## config.mk

```make
export PLATFORM = sky130hd
export DESIGN_NAME = rdfc_scan
export DESIGN_NICKNAME = d
export VERILOG_FILES = /design/src/rtl/core/rdfc_pkg.sv /design/src/rtl/core/rdfc_scan.sv
export SDC_FILE = /design/constraint.sdc
export NUM_CORES = 1
export LEC_CHECK = 0
export BUFFER_PORTS_ARGS = -buffer_cell sky130_fd_sc_hd__buf_2
export CORE_AREA = 2 2 109 111
export CTS_CLUSTER_DIAMETER = 100
export DETAILED_ROUTE_END_ITERATION = 7
export DIE_AREA = 0 0 111 113
export PLACE_DENSITY = 0.83
export SLEW_MARGIN = 20
export SYNTH_ARGS = -nofsm -noshare
export SYNTH_HDL_FRONTEND = slang
export SYNTH_SLANG_ARGS = --single-unit
export TNS_END_PERCENT = 50
```

## constraint.sdc

```tcl
create_clock -name clk -period 12.53 [get_ports clk]
set_input_delay 3.759 -clock clk [delete_from_list [all_inputs] [get_ports clk]]
set_output_delay 3.759 -clock clk [all_outputs]
set_load 0.05 [all_outputs]
```

## src/rtl/core/rdfc_pkg.sv

```systemverilog
package rdfc_pkg;

  // Ring and buffer geometry.
  localparam int RING_DEPTH   = 64;
  localparam int BUFFER_BYTES = 4096;

  // Field widths.
  localparam int POS_W    = 6;
  localparam int COUNT_W  = 7;
  localparam int LEN_W    = 16;
  localparam int ERR_W    = 8;
  localparam int TOTAL_W  = 22;
  localparam int DROP_W   = 32;
  localparam int OUTCOME_W = 2;

  // Stream widths, padded to whole bytes.
  localparam int IN_DATA_W  = 48;
  localparam int OUT_DATA_W = 72;

  localparam logic [TOTAL_W-1:0] TOTAL_MAX = {TOTAL_W{1'b1}};

  typedef enum logic [OUTCOME_W-1:0] {
    OUTCOME_NOT_READY = 2'd0,
    OUTCOME_ACCEPT    = 2'd1,
    OUTCOME_DROP      = 2'd2
  } outcome_t;

  // One receive descriptor as it sits in the input register.
  typedef struct packed {
    logic [LEN_W-1:0] capacity;
    logic [LEN_W-1:0] desc_length;
    logic [ERR_W-1:0] desc_errors;
    logic             desc_end;
    logic             desc_done;
  } desc_t;

  // One result transaction.
  typedef struct packed {
    outcome_t           outcome;
    logic [LEN_W-1:0]   frame_length;
    logic [POS_W-1:0]   first_slot;
    logic [COUNT_W-1:0] slot_count;
    logic [POS_W-1:0]   tail_index;
    logic [DROP_W-1:0]  drop_total;
  } result_t;

  // Receive tail: one slot behind the read position, around the ring.
  function automatic logic [POS_W-1:0] tail_of(input logic [POS_W-1:0] pos);
    logic [POS_W-1:0] tail;
    if (pos == '0) begin
      tail = POS_W'(RING_DEPTH - 1);
    end else begin
      tail = pos - POS_W'(1);
    end
    return tail;
  endfunction

endpackage

```

## src/rtl/core/rdfc_scan.sv

```systemverilog
module rdfc_scan (
  input  logic              clk,
  input  logic              rst,
  input  logic              item_valid,
  input  rdfc_pkg::desc_t   item,
  input  logic              out_free,
  output logic              item_take,
  output logic              res_valid,
  output rdfc_pkg::result_t res
);
  import rdfc_pkg::*;

  logic [POS_W-1:0]   read_position;
  logic [TOTAL_W-1:0] running_total;
  logic [COUNT_W-1:0] slot_tally;
  logic               bad_flag;
  logic [DROP_W-1:0]  drop_count;

  logic [POS_W-1:0]   read_position_next;
  logic [TOTAL_W-1:0] running_total_next;
  logic [COUNT_W-1:0] slot_tally_next;
  logic               bad_flag_next;
  logic [DROP_W-1:0]  drop_count_next;

  logic [TOTAL_W:0]   sum_wide;
  logic [TOTAL_W-1:0] sum_sat;
  logic [COUNT_W-1:0] tally_inc;
  logic [COUNT_W-1:0] pos_sum;
  logic [COUNT_W-1:0] pos_wrap;
  logic               desc_bad;
  logic               frame_end;
  logic               frame_bad;
  logic               drop;
  logic               produces;

  // Accumulate the descriptor and decide whether it closes the frame.
  always_comb begin
    sum_wide  = {1'b0, running_total} + (TOTAL_W + 1)'(item.desc_length);
    sum_sat   = (sum_wide > {1'b0, TOTAL_MAX}) ? TOTAL_MAX : sum_wide[TOTAL_W-1:0];
    desc_bad  = (item.desc_errors != '0) || (item.desc_length == '0) ||
                (item.desc_length > LEN_W'(BUFFER_BYTES)) ||
                (sum_sat > TOTAL_W'(item.capacity));
    tally_inc = slot_tally + COUNT_W'(1);
    frame_end = item.desc_end || (tally_inc >= COUNT_W'(RING_DEPTH));
    frame_bad = bad_flag || desc_bad || !item.desc_end;
    drop      = frame_bad || (sum_sat == '0) || (sum_sat > TOTAL_W'(16'hFFFF));
    pos_sum   = COUNT_W'(read_position) + tally_inc;
    pos_wrap  = (pos_sum >= COUNT_W'(RING_DEPTH)) ? pos_sum - COUNT_W'(RING_DEPTH) : pos_sum;
    produces  = !item.desc_done || frame_end;
  end

  // A descriptor that produces no result never waits on the output side.
  assign item_take = item_valid && (out_free || !produces);
  assign res_valid = item_take && produces;

  // Next state and result fields.
  always_comb begin
    read_position_next = read_position;
    running_total_next = running_total;
    slot_tally_next    = slot_tally;
    bad_flag_next      = bad_flag;
    drop_count_next    = drop_count;

    res.outcome      = OUTCOME_NOT_READY;
    res.frame_length = '0;
    res.first_slot   = read_position;
    res.slot_count   = '0;
    res.tail_index   = tail_of(read_position);
    res.drop_total   = drop_count;

    if (!item.desc_done) begin
      // Not ready: discard the partial scan and keep the position.
      running_total_next = '0;
      slot_tally_next    = '0;
      bad_flag_next      = 1'b0;
    end else if (frame_end) begin
      // Frame complete: accept or drop it and move past its descriptors.
      read_position_next = pos_wrap[POS_W-1:0];
      running_total_next = '0;
      slot_tally_next    = '0;
      bad_flag_next      = 1'b0;
      res.slot_count     = tally_inc;
      res.tail_index     = tail_of(pos_wrap[POS_W-1:0]);
      if (drop) begin
        drop_count_next  = drop_count + DROP_W'(1);
        res.outcome      = OUTCOME_DROP;
        res.drop_total   = drop_count + DROP_W'(1);
      end else begin
        res.outcome      = OUTCOME_ACCEPT;
        res.frame_length = sum_sat[LEN_W-1:0];
      end
    end else begin
      // Mid-frame descriptor: keep accumulating.
      running_total_next = sum_sat;
      slot_tally_next    = tally_inc;
      bad_flag_next      = bad_flag || desc_bad;
    end
  end

  always_ff @(posedge clk) begin
    if (rst) begin
      read_position <= '0;
      running_total <= '0;
      slot_tally    <= '0;
      bad_flag      <= 1'b0;
      drop_count    <= '0;
    end else if (item_take) begin
      read_position <= read_position_next;
      running_total <= running_total_next;
      slot_tally    <= slot_tally_next;
      bad_flag      <= bad_flag_next;
      drop_count    <= drop_count_next;
    end
  end

endmodule

```

* Yosys cells after proc, flatten, opt, wreduce, memory -nomap -nowiden
Cells that the tools add are included.
** Word-level totals
- Bits in registers :: 68
- Input bits :: 46
- Output and inout port bits :: 71
- Word-level logic and storage cells :: 56
** Operators by class
- Add/subtract/negate cells :: 7
- Magnitude comparators :: 6
- Mux-type cells :: 17
- Reductions and logical operators :: 21
** Operators with widths (count)
- $mux W45 :: 2
- $mux W22 :: 3
- $mux W18 :: 2
- $add A32 B1 Y32 const B :: 1
- $mux W32 :: 1
- $add A22 B16 Y23 :: 1
- $gt A23 B22 Y1 const B :: 1
- $gt A22 B16 Y1 :: 1
- $gt A22 B16 Y1 const B :: 1
- $logic_not A22 Y1 :: 1
- $mux W6 :: 3
- $sub A6 B1 Y6 const B :: 3
- $gt A16 B13 Y1 const B :: 1
- $logic_not A16 Y1 :: 1
- $mux W16 :: 1
- $ge A7 B7 Y1 const B :: 2
- $mux W7 :: 2
- $logic_not A6 Y1 :: 2
- $logic_or A1 B1 Y1 :: 10
- $reduce_bool A8 Y1 :: 1
- $add A6 B7 Y7 :: 1
- $add A7 B1 Y7 const B :: 1
- $logic_not A1 Y1 :: 3
- $reduce_and A3 Y1 :: 1
- 3 further kinds :: 5

* Longest topological paths before layout
Gate-level depths: netlist (run 1).
- Depth in word-level cells :: 12
- Depth in mapped cells :: 21

* Worst setup path before layout (run 1)
OpenSTA, ideal clock, no wires.
- Kind :: input -> output
- From :: input port item[10] (netlist bit)
- To :: output port res[0] (netlist bit)
- Arrival time :: 8678 ps
- Required time :: 8771 ps
- Slack :: 93 ps
- Stages :: 20
- Buffers on the path :: 2
- Cells stage by stage :: ha_1 fa_1 a211oi_2 o21a_2 a2bb2oi_2 a21o_1 clkbuf_1 o21a_1 inv_1 ha_1 nand4_1 nor3_1 or4_1 o21ai_0 nor4bb_1 nand4_1 a211oi_4 buf_4 nor2_1 xor2_1
** RTL lines
- start: declaration :: RTL line rdfc_scan.sv:5 : input rdfc_pkg::desc_t item,
- end: declaration :: RTL line rdfc_scan.sv:9 : output rdfc_pkg::result_t res

==> results of run 1 <==
[per-layer routing]
metal	vias to the layer above	track usage, %	share of wire [%]
met5	-	0	0
met4	0	6.25	1.5
met1	3085	36.3	44
met3	31	5.57	8.2
met2	310	44.2	46
li1	3219	-	-
[layout by cell type, fill, tap and decap left out, types with 10 or more instances in the layout]
cell type  Yosys  routed
o21ai_0       23      23
xor2_1        44      44
dfxtp_1       68      68
clkbuf_16      0      10
nor2b_1       13      13
nand2_1       71      71
o31ai_1       25      25
buf_4          1      36
or4_1         25      25
nor3_1        36      36
nor2_1        75      75
a31oi_1       13      13
nand3_1       40      40
inv_1         42      42
a21oi_1       86      85
buf_2         12      97
nand4_1       16      16
nor4_1        16      15
ha_1          42      42
xnor2_1       18      18
[sequential cells by signal, indices dropped and copies added, names as in the netlist]
signal,flops
read_position,6
running_total,22
drop_count,32
bad_flag,1
slot_tally,7
[cell type report]
cell class              instances  share of cell area [%]
clock buffers                  13                    3.59
clock inverters                 3                   0.622
inverters                      42                    2.18
multi-input cells             668                    60.7
flip-flops and latches         68                    18.8
well taps                     143                    2.47
repair buffers                140                    11.6
[what timing repair did]
item	CTS	global route
resized for setup	0	45
buffers inserted	0	5
endpoints found under the setup margin	0	50
[worst max path at each step]
stage	startpoint	end	slack, ps	depth (start not counted)
detailed placement	item[10]	res[1]	30	20
finish	item[18]	res[14]	260	21
CTS	item[10]	res[1]	40	20
global placement	item[10]	res[58]	140	20
floorplan	item[10]	res[0]	90	20
global route	item[10]	res[13]	-50	22
[cell families (layout without fill, tap and decap cells)]
logic type / Yosys count / count (layout) / synth area share [%]
fa+ha+maj: 44 / 44 / 9.23
mux: 8 / 8 / 1.41
simple gates: 348 / 348 / 29.9
compound gates: 206 / 206 / 21.5
flops: 68 / 68 / 22.2
buf+inv: 90 / 198 / 6.86
xor+xnor: 62 / 62 / 8.86
[synthesized netlist by cell type, drive strengths merged, types with 5 or more instances]
cell type and count:
nand4 17, buf 17, o21ai 25, xor2 44, nand2 72, o211ai 10
or4 26, a22oi 5, a211oi 11, o21a 10, or2 10, dfxtp 68
or3 9, and2 5, o31ai 25, nor3 37, nor4 17, nor2 75
a21oi 86, clkbuf 30, nor2b 13, ha 42, nand2b 5, a31oi 13
and3 9, mux2 5, inv 42, nand3 41, xnor2 18
[critical path, cell delays in order]
cell      delay (ps)
buf_2            110
ha_1             380
a21oi_1          370
o21ai_0          270
a211oi_1         250
o31ai_1          120
xor2_1           200
or2_2            330
ha_1             320
nand4_1          160
nor4_4           340
nor4_1            90
a21oi_1          220
and4_1           220
nand4_1          150
a211oi_4         350
buf_4            200
buf_8            170
nor3_1            80
xor2_1           170
buf_4            220
[through the flow]
step / std cells / worst slack, ps / instance area [sq um] / TNS [ps] / hold WS, ps
after floorplan: 826 / 93.4 / 6130 / 0 / 452
after global placement: 1053 / 143 / 6760 / 0 / 464
after detailed placement: 1053 / 31.8 / 6760 / 0 / 466
after CTS: 1069 / 42.9 / 7060 / 0 / 474
after global routing: 1077 / -47.4 / 7240 / -471 / 483
final: 1077 / 260 / 7240 / 0 / 471
[power by group]
group	total [mW]	leakage [nW]	internal [mW]	switching (mW)
clock	0.264	0.142	0.165	0.0987
combinational	0.122	2.49	0.0426	0.0789
sequential	0.221	0.549	0.219	0.00236
==> impl_metrics.json, run 1 <==
{
  "timing.rr.end": "drop_count[14]",
  "io_pins": 117,
  "crit_arrival_ps": 8510,
  "max_freq_mhz": 81.5,
  "htree_levels": 3,
  "end_kind": "output port",
  "portBuffers": 116,
  "power_mw": 0.607,
  "crit_type": "input pin to output port",
  "track_usage_pct": 26.8,
  "period_needed_ps": 12270,
  "r2r-start": "running_total[8]",
  "cp_max_fo": 23,
  "area_growth_pct": 18.2,
  "setup_viol": 0,
  "synthArstFlopShare_pct": 0,
  "ys_seq_area_share_pct": 22.2,
  "yosys.area.top_type": "dfxtp_1",
  "die_area_sq_um": 12500,
  "hold_path.class": "flip-flop to flip-flop",
  "multi_input_area_sq_um": 4400,
  "utilization_pct": 64.2,
  "irDropWorstVdd_v": 0.0000864,
  "grt_pass1_wl_um": 28100,
  "reg2regPathDepth": 19,
  "vias_per_cell": 6.17,
  "grt_max_degree": 92,
  "seqCellArea_sq_um": 1360,
  "min_to": "running_total[15]",
  "cts_tree": "built",
  "drv_slew": 0,
  "grt_pass1_vias": 5816,
  "clock-root-buffer": "clkbuf_16",
  "critPathLaunchType": "input pin",
  "ctsHoldBuffers": 0,
  "whs_path_depth": 2,
  "synth_flop_cell": "dfxtp_1",
  "fin_crit_sh_pct": 97.9,
  "clockBufferDepth": 2,
  "synthesis.nets": 916,
  "clkSinkCount": 68,
  "clock_skew_ps": 7.72,
  "gp_congestion": 1.01,
  "synth_edf_count": 0,
  "core_region_area_sq_um": 11300,
  "drt_iter0_drc": 619,
  "die_h_um": 113,
  "ys_types": 75,
  "synth_seq_cells": 68,
  "dp_hpwl_um": 12300,
  "yosys.area.top_type_share_pct": 22.2,
  "final_net_count": 1019,
  "wl_per_cell_um": 16.4,
  "grt_overflow_total": 0,
  "fillers": 994,
  "synth_area_leaders": "dfxtp_1 (22%), ha_1 (8.6%), a21oi_1 (7.0%)",
  "synth.avg_cell_area_sq_um": 7.42,
  "ant_nets": 0,
  "antenna_found_initial": 0,
  "drive_above_1_share_pct": 20.4,
  "finalHoldViolCount": 0,
  "yosys_warnings": 0,
  "postSynthCellCount": 826,
  "vias": 6645,
  "critPathRequiredTime_ps": 8770,
  "die_x_um": 111,
  "max_slew.worst_pin.slew_ps": 976,
  "status": "completed",
  "powerDensity_nw_per_um2": 83.8,
  "start_util_pct": 54.3,
  "rsz0062_at_grt": "true",
  "slew_headroom_pct": 34.8,
  "reg2reg_setup_slack_ps": 7550,
  "drv_cap": 0,
  "clkLatencyLatePin_ps": 340,
  "clk_pin_slew_ps": 50,
  "n_antenna_cell": 0,
  "cts_buffers": 9,
  "totalWireLength_um": 17700,
  "syn_area_sq_um": 6130,
  "p_leak_nw": 3.18,
  "worstHoldStart": "running_total[15]",
  "placementRows": 39,
  "firstDrtPassIters": 6,
  "drc": 0
}
Note: power is estimated with default switching activity, not from simulation.
==> inputs of run 2 (changes only) <==
- ABC_AREA: default -> 1
- CORE_AREA: 2 2 109 111 -> 2 2 113 115
- DIE_AREA: 0 0 111 113 -> 0 0 115 117
- GPL_ROUTABILITY_DRIVEN: default -> 0
==> impl_metrics.json, run 2 <==
{
  "status": "completed",
  "ctsHoldBuffers": 0,
  "setup_viol": 0,
  "grt_pass1_wl_um": 31200,
  "drv_slew": 0,
  "clkSinkCount": 68,
  "vias_per_cell": 5.36,
  "synth.avg_cell_area_sq_um": 5.61,
  "io_pins": 117,
  "worstHoldStart": "running_total[6]",
  "fin_tns_setup_ps": 0,
  "reg2regPathDepth": 25,
  "postCtsSetupBuffers": 0,
  "drt_iter0_drc": 691,
  "clockBufferDepth": 2,
  "dp_hpwl_um": 14600,
  "synth_area_leaders": "nand2_1 (21%), dfxtp_1 (20%), inv_1 (11%)",
  "powerDensity_nw_per_um2": 89.3,
  "wl_per_cell_um": 13.4,
  "final_area_sq_um": 7570,
  "critPathLaunchType": "input pin",
  "grt_pass1_vias": 6829,
  "cts_buffers": 9,
  "drc": 0,
  "power_mw": 0.676,
  "critPathRequiredTime_ps": 8770,
  "placed_cell_area_sq_um": 7270,
  "min_to": "running_total[6]",
  "period_needed_ps": 12030,
  "clkLatencyLatePin_ps": 350,
  "n_antenna_cell": 0,
  "area_growth_pct": 13.9,
  "max_freq_mhz": 83.1,
  "irDropWorstVdd_v": 0.0000633,
  "clock_skew_ps": 8.70,
  "grt_overflow_total": 0,
  "timing.rr.end": "drop_count[28]",
  "p_leak_nw": 4.12,
  "synthesis.nets": 1275,
  "yosys.area.top_type_share_pct": 21.2,
  "antenna_found_initial": 0,
  "cts_resized": 0,
  "track_usage_pct": 28.8,
  "grt_max_degree": 61,
  "synth_seq_cells": 68,
  "start_util_pct": 54.0,
  "final_cell_mix": "nand2_1 (375), inv_1 (189), nor2_1 (121)",
  "regMostFlops": "drop_count",
  "die_x_um": 115,
  "crit_arrival_ps": 8270,
  "synth_edf_count": 0,
  "hold_path.class": "flip-flop to flip-flop",
  "drive_above_1_share_pct": 12.5,
  "largest_register_ffs": 32,
  "totalWireLength_um": 19300,
  "slew_headroom_pct": 36.8,
  "crit_type": "input pin to output port",
  "whs_path_depth": 2,
  "r2r-start": "running_total[0]",
  "drv_cap": 0,
  "final_common_cell": "nand2_1",
  "end_kind": "output port",
  "htree_levels": 3,
  "finalHoldViolCount": 0,
  "utilization_pct": 61.5,
  "clk_pin_slew_ps": 60,
  "yosys_warnings": 0,
  "die_area_sq_um": 13500,
  "reg_top3": "drop_count (32), running_total (22), slot_tally (7)",
  "hold_ws_ps": 465,
  "vias": 7682,
  "final_net_count": 1369,
  "cp_max_fo": 42,
  "fillers": 1228,
  "clock-root-buffer": "clkbuf_16",
  "synthArstFlopShare_pct": 0,
  "reg2reg_setup_slack_ps": 8200,
  "ant_nets": 0,
  "portBuffers": 116,
  "placementRows": 41,
  "critPathSlowestCell": "fa_1",
  "syn_area_sq_um": 6650,
  "synth_flop_cell": "dfxtp_1",
  "yosys.area.top_type": "nand2_1",
  "rsz0062_at_grt": "false",
  "postSynthCellCount": 1185,
  "yosysMostFrequentCell": "nand2_1",
  "cts_tree": "built",
  "cp_common_cell": "nand2_1",
  "core_region_area_sq_um": 12300,
  "ys_types": 40,
  "fin_crit_sh_pct": 96.0,
  "max_stage_delay_ps": 460,
  "synthTopCellsByCount": "nand2_1 (375), inv_1 (189), nor2_1 (122), a21oi_1 (109), nand3_1 (92)",
  "ys_seq_area_share_pct": 20.5,
  "firstDrtPassIters": 5,
  "max_slew.worst_pin.slew_ps": 946,
  "die_h_um": 117
}
-- run 2: changes by cell type after synthesis, sizes merged, moves of 12 or more --
cell / previous run / this run
nand2: 72 / 379
o21ai: 25 / 47
nor2b: 13 / 0
o31ai: 25 / 2
nand3: 41 / 95
a31oi: 13 / 0
a21oi: 86 / 109
xor2: 44 / 13
nor2: 75 / 134
nor3: 37 / 14
xnor2: 18 / 6
inv: 42 / 195
or4: 26 / 0
-- run 2: stage by stage --
| step | setup WS [ps] | instances |
|---|---|---|
| detailed placement | 584 | 1418 |
| finish | 499 | 1434 |
| floorplan | 605 | 1185 |
| global route | 3.94 | 1434 |
| global placement | 753 | 1418 |
| CTS | 566 | 1434 |
-- run 2: critical path, delay by kind of cell --
| family | cells | cell delay [ps] |
|---|---|---|
| fa+ha+maj | 3 | 970 |
| compound gates | 1 | 190 |
| buf+inv | 5 | 990 |
| simple gates | 17 | 2320 |
-- run 2: final cells by class --
| cell class | count | area, sq um | area share, % |
|---|---|---|---|
| tap | 150 | 188 | 2.48 |
| clock buffer | 13 | 260 | 3.44 |
| clock inverter | 3 | 43.8 | 0.578 |
| sequential | 68 | 1360 | 18.0 |
| timing repair buffer | 117 | 588 | 7.77 |
| inverter | 197 | 739 | 9.77 |
| multi-input combinational | 886 | 4390 | 58.0 |
-- run 2: how the worst max path moves through the flow --
| stage | depth (start not counted) | slack (ps) | from | to |
|---|---|---|---|---|
| floorplan | 27 | 610 | item[10] | res[1] |
| global route | 26 | 4 | item[10] | res[62] |
| global placement | 26 | 750 | item[10] | res[64] |
| detailed placement | 26 | 580 | item[10] | res[62] |
| CTS | 26 | 570 | item[10] | res[62] |
| finish | 26 | 500 | item[10] | res[62] |
-- run 2: report_power, final --
part,total (mW),leakage (nW),internal (mW),switching [mW]
Clock,0.266,0.150,0.166,0.101
Combinational,0.180,3.42,0.0506,0.129
Sequential,0.230,0.552,0.223,0.00760
Total,0.676,4.12,0.439,0.237
-- run 2: layer usage --
layer / wire, um / share of wire [%] / up-vias / GRT usage, %
met5: 0 / 0 / - / 0
met4: 468 / 2.4 / 0 / 11.3
met3: 1660 / 8.6 / 44 / 3.71
met2: 8420 / 44 / 337 / 46.4
met1: 8710 / 45 / 3378 / 39.5
li1: - / - / 3923 / -
-- run 2: cell families after synthesis --
| group | synth area share (%) |
|---|---|
| AO/OA/AOI/OAI | 12.8 |
| XOR/XNOR | 2.50 |
| adder cells (fa/ha/maj) | 8.51 |
| buffers and inverters | 13.6 |
| flip-flops | 20.5 |
| multiplexers | 0.151 |
| AND/OR/NAND/NOR | 42.0 |
==> inputs of run 3 (changes only) <==
- CORE_AREA: 2 2 113 115 -> 2 2 117 119
- DIE_AREA: 0 0 115 117 -> 0 0 119 121
- PLACE_DENSITY: 0.83 -> 0.81
- clock period: 12.53 -> 10 ns (I/O delays scaled with it)
==> impl_metrics.json, run 3 (synthesis gave the netlist of run 2 again) <==
{
  "start_util_pct": 50.8,
  "finalHoldViolCount": 0,
  "power_mw": 0.869,
  "critPathLaunchType": "input pin",
  "cts_tree": "built",
  "portBuffers": 116,
  "max_slew.worst_pin.slew_ps": 912,
  "p_leak_nw": 4.25,
  "n_antenna_cell": 0,
  "reg_top3": "drop_count (32), running_total (22), slot_tally (7)",
  "max_freq_mhz": 103,
  "grt_pass1_vias": 6620,
  "area_growth_pct": 20.3,
  "critPathRequiredTime_ps": 7000,
  "clkLatencyLatePin_ps": 350,
  "end_kind": "output port",
  "status": "completed",
  "vias": 7724,
  "antenna_found_initial": 0,
  "setup_viol": 0,
  "final_area_sq_um": 8000,
  "largest_register_ffs": 32,
  "vias_per_cell": 5.23,
  "final_common_cell": "nand2_1",
  "cp_common_cell": "nand2_1",
  "htree_levels": 3,
  "die_x_um": 119,
  "powerDensity_nw_per_um2": 109,
  "die_h_um": 121,
  "fin_crit_sh_pct": 97.5,
  "grt_max_degree": 61,
  "totalWireLength_um": 19800,
  "final_net_count": 1387,
  "dp_hpwl_um": 14400,
  "placementRows": 42,
  "ant_nets": 0,
  "fin_tns_setup_ps": 0,
  "core_region_area_sq_um": 13100,
  "reg2regPathDepth": 32,
  "clk_pin_slew_ps": 60,
  "regMostFlops": "drop_count",
  "cp_max_fo": 16,
  "grt_pass1_wl_um": 31100,
  "grt_overflow_total": 0,
  "wl_per_cell_um": 13.4,
  "clockBufferDepth": 2,
  "track_usage_pct": 26.4,
  "drv_slew": 0,
  "placed_cell_area_sq_um": 7430,
  "firstDrtPassIters": 5,
  "drc": 0,
  "period_needed_ps": 9750,
  "final_cell_mix": "nand2_1 (370), inv_1 (189), nor2_1 (109)",
  "drv_cap": 0,
  "drive_above_1_share_pct": 16.4,
  "slew_headroom_pct": 38.8,
  "io_pins": 117,
  "crit_type": "input pin to output port",
  "critPathSlowestCell": "ha_2",
  "max_stage_delay_ps": 320,
  "hold_path.class": "flip-flop to flip-flop",
  "die_area_sq_um": 14400,
  "crit_arrival_ps": 6750,
  "clkSinkCount": 68,
  "cts_buffers": 9,
  "drt_iter0_drc": 823,
  "clock-root-buffer": "clkbuf_16",
  "clock_skew_ps": 7.93,
  "whs_path_depth": 2,
  "irDropWorstVdd_v": 0.0000744
}
==> run 3: cell count changes in the layout (fill, tap and decap cells not counted), moves of 3 or more <==
cell,change
buf_2,-25
buf_4,+25
buf_6,+4
clkbuf_4,+11
clkinv_4,+3
ha_1,-8
ha_2,+8
nand2_1,-5
nand2_2,+4
nor2_1,-12
nor2_2,+7
nor2_4,+5
==> run 3: cell type report <==
type                       instances  area [sq um]
clock buffer                      10           239
clock inverter                     6          72.6
fill                            1296          5090
inverter                         197           747
multi-input combinational        887          4530
sequential                        68          1360
tap                              176           220
timing repair buffer             134           823
==> run 3: worst paths after layout <==
kind,from,end,slack (ps)
worst max-delay path,item[22],res[55],250
worst min-delay path,slot_tally[6],slot_tally[6],450
worst max register to register,running_total[12],drop_count[4],6200
worst min register to register,slot_tally[6],slot_tally[6],450
==> run 3: worst max-delay path, delay by kind of cell <==
| kind | cells | cell delay, ps |
|---|---|---|
| AND/OR/NAND/NOR | 21 | 2010 |
| AO/OA/AOI/OAI | 1 | 180 |
| adder cells (fa/ha/maj) | 2 | 630 |
| buffers and inverters | 8 | 920 |
==> run 3: metrics by stage <==
stage	util [%]	std cells	worst slack, ps	hold WS, ps
floorplan	-	1185	-147	436
global placement	56.8	1458	87.8	443
detailed placement	56.8	1458	7.64	447
CTS	59.2	1474	3.22	456
global route	61.1	1478	-43.5	480
finish	61.1	1478	248	453
==> run 3: layer usage <==
layer	vias to the layer above	share of wire, %	GRT usage [%]
met5	-	0	0
met4	0	3.2	10.7
met3	50	7.9	4.28
met2	315	44	42.0
met1	3398	45	35.7
li1	3961	-	-
==> run 3: repair_timing <==
item                       4_1_cts  5_1_grt
pin swaps                        0        5
resized for setup                1       80
hold buffers                     0        0
buffers inserted                 0        1
setup endpoints to repair        1       48
gates cloned                     0        3
==> run 3: where the power goes <==
group          internal [mW]  total (mW)  switching, mW  leakage, nW
clock                  0.202       0.342          0.140        0.149
sequential             0.279       0.288        0.00928        0.552
combinational         0.0727       0.239          0.166         3.55
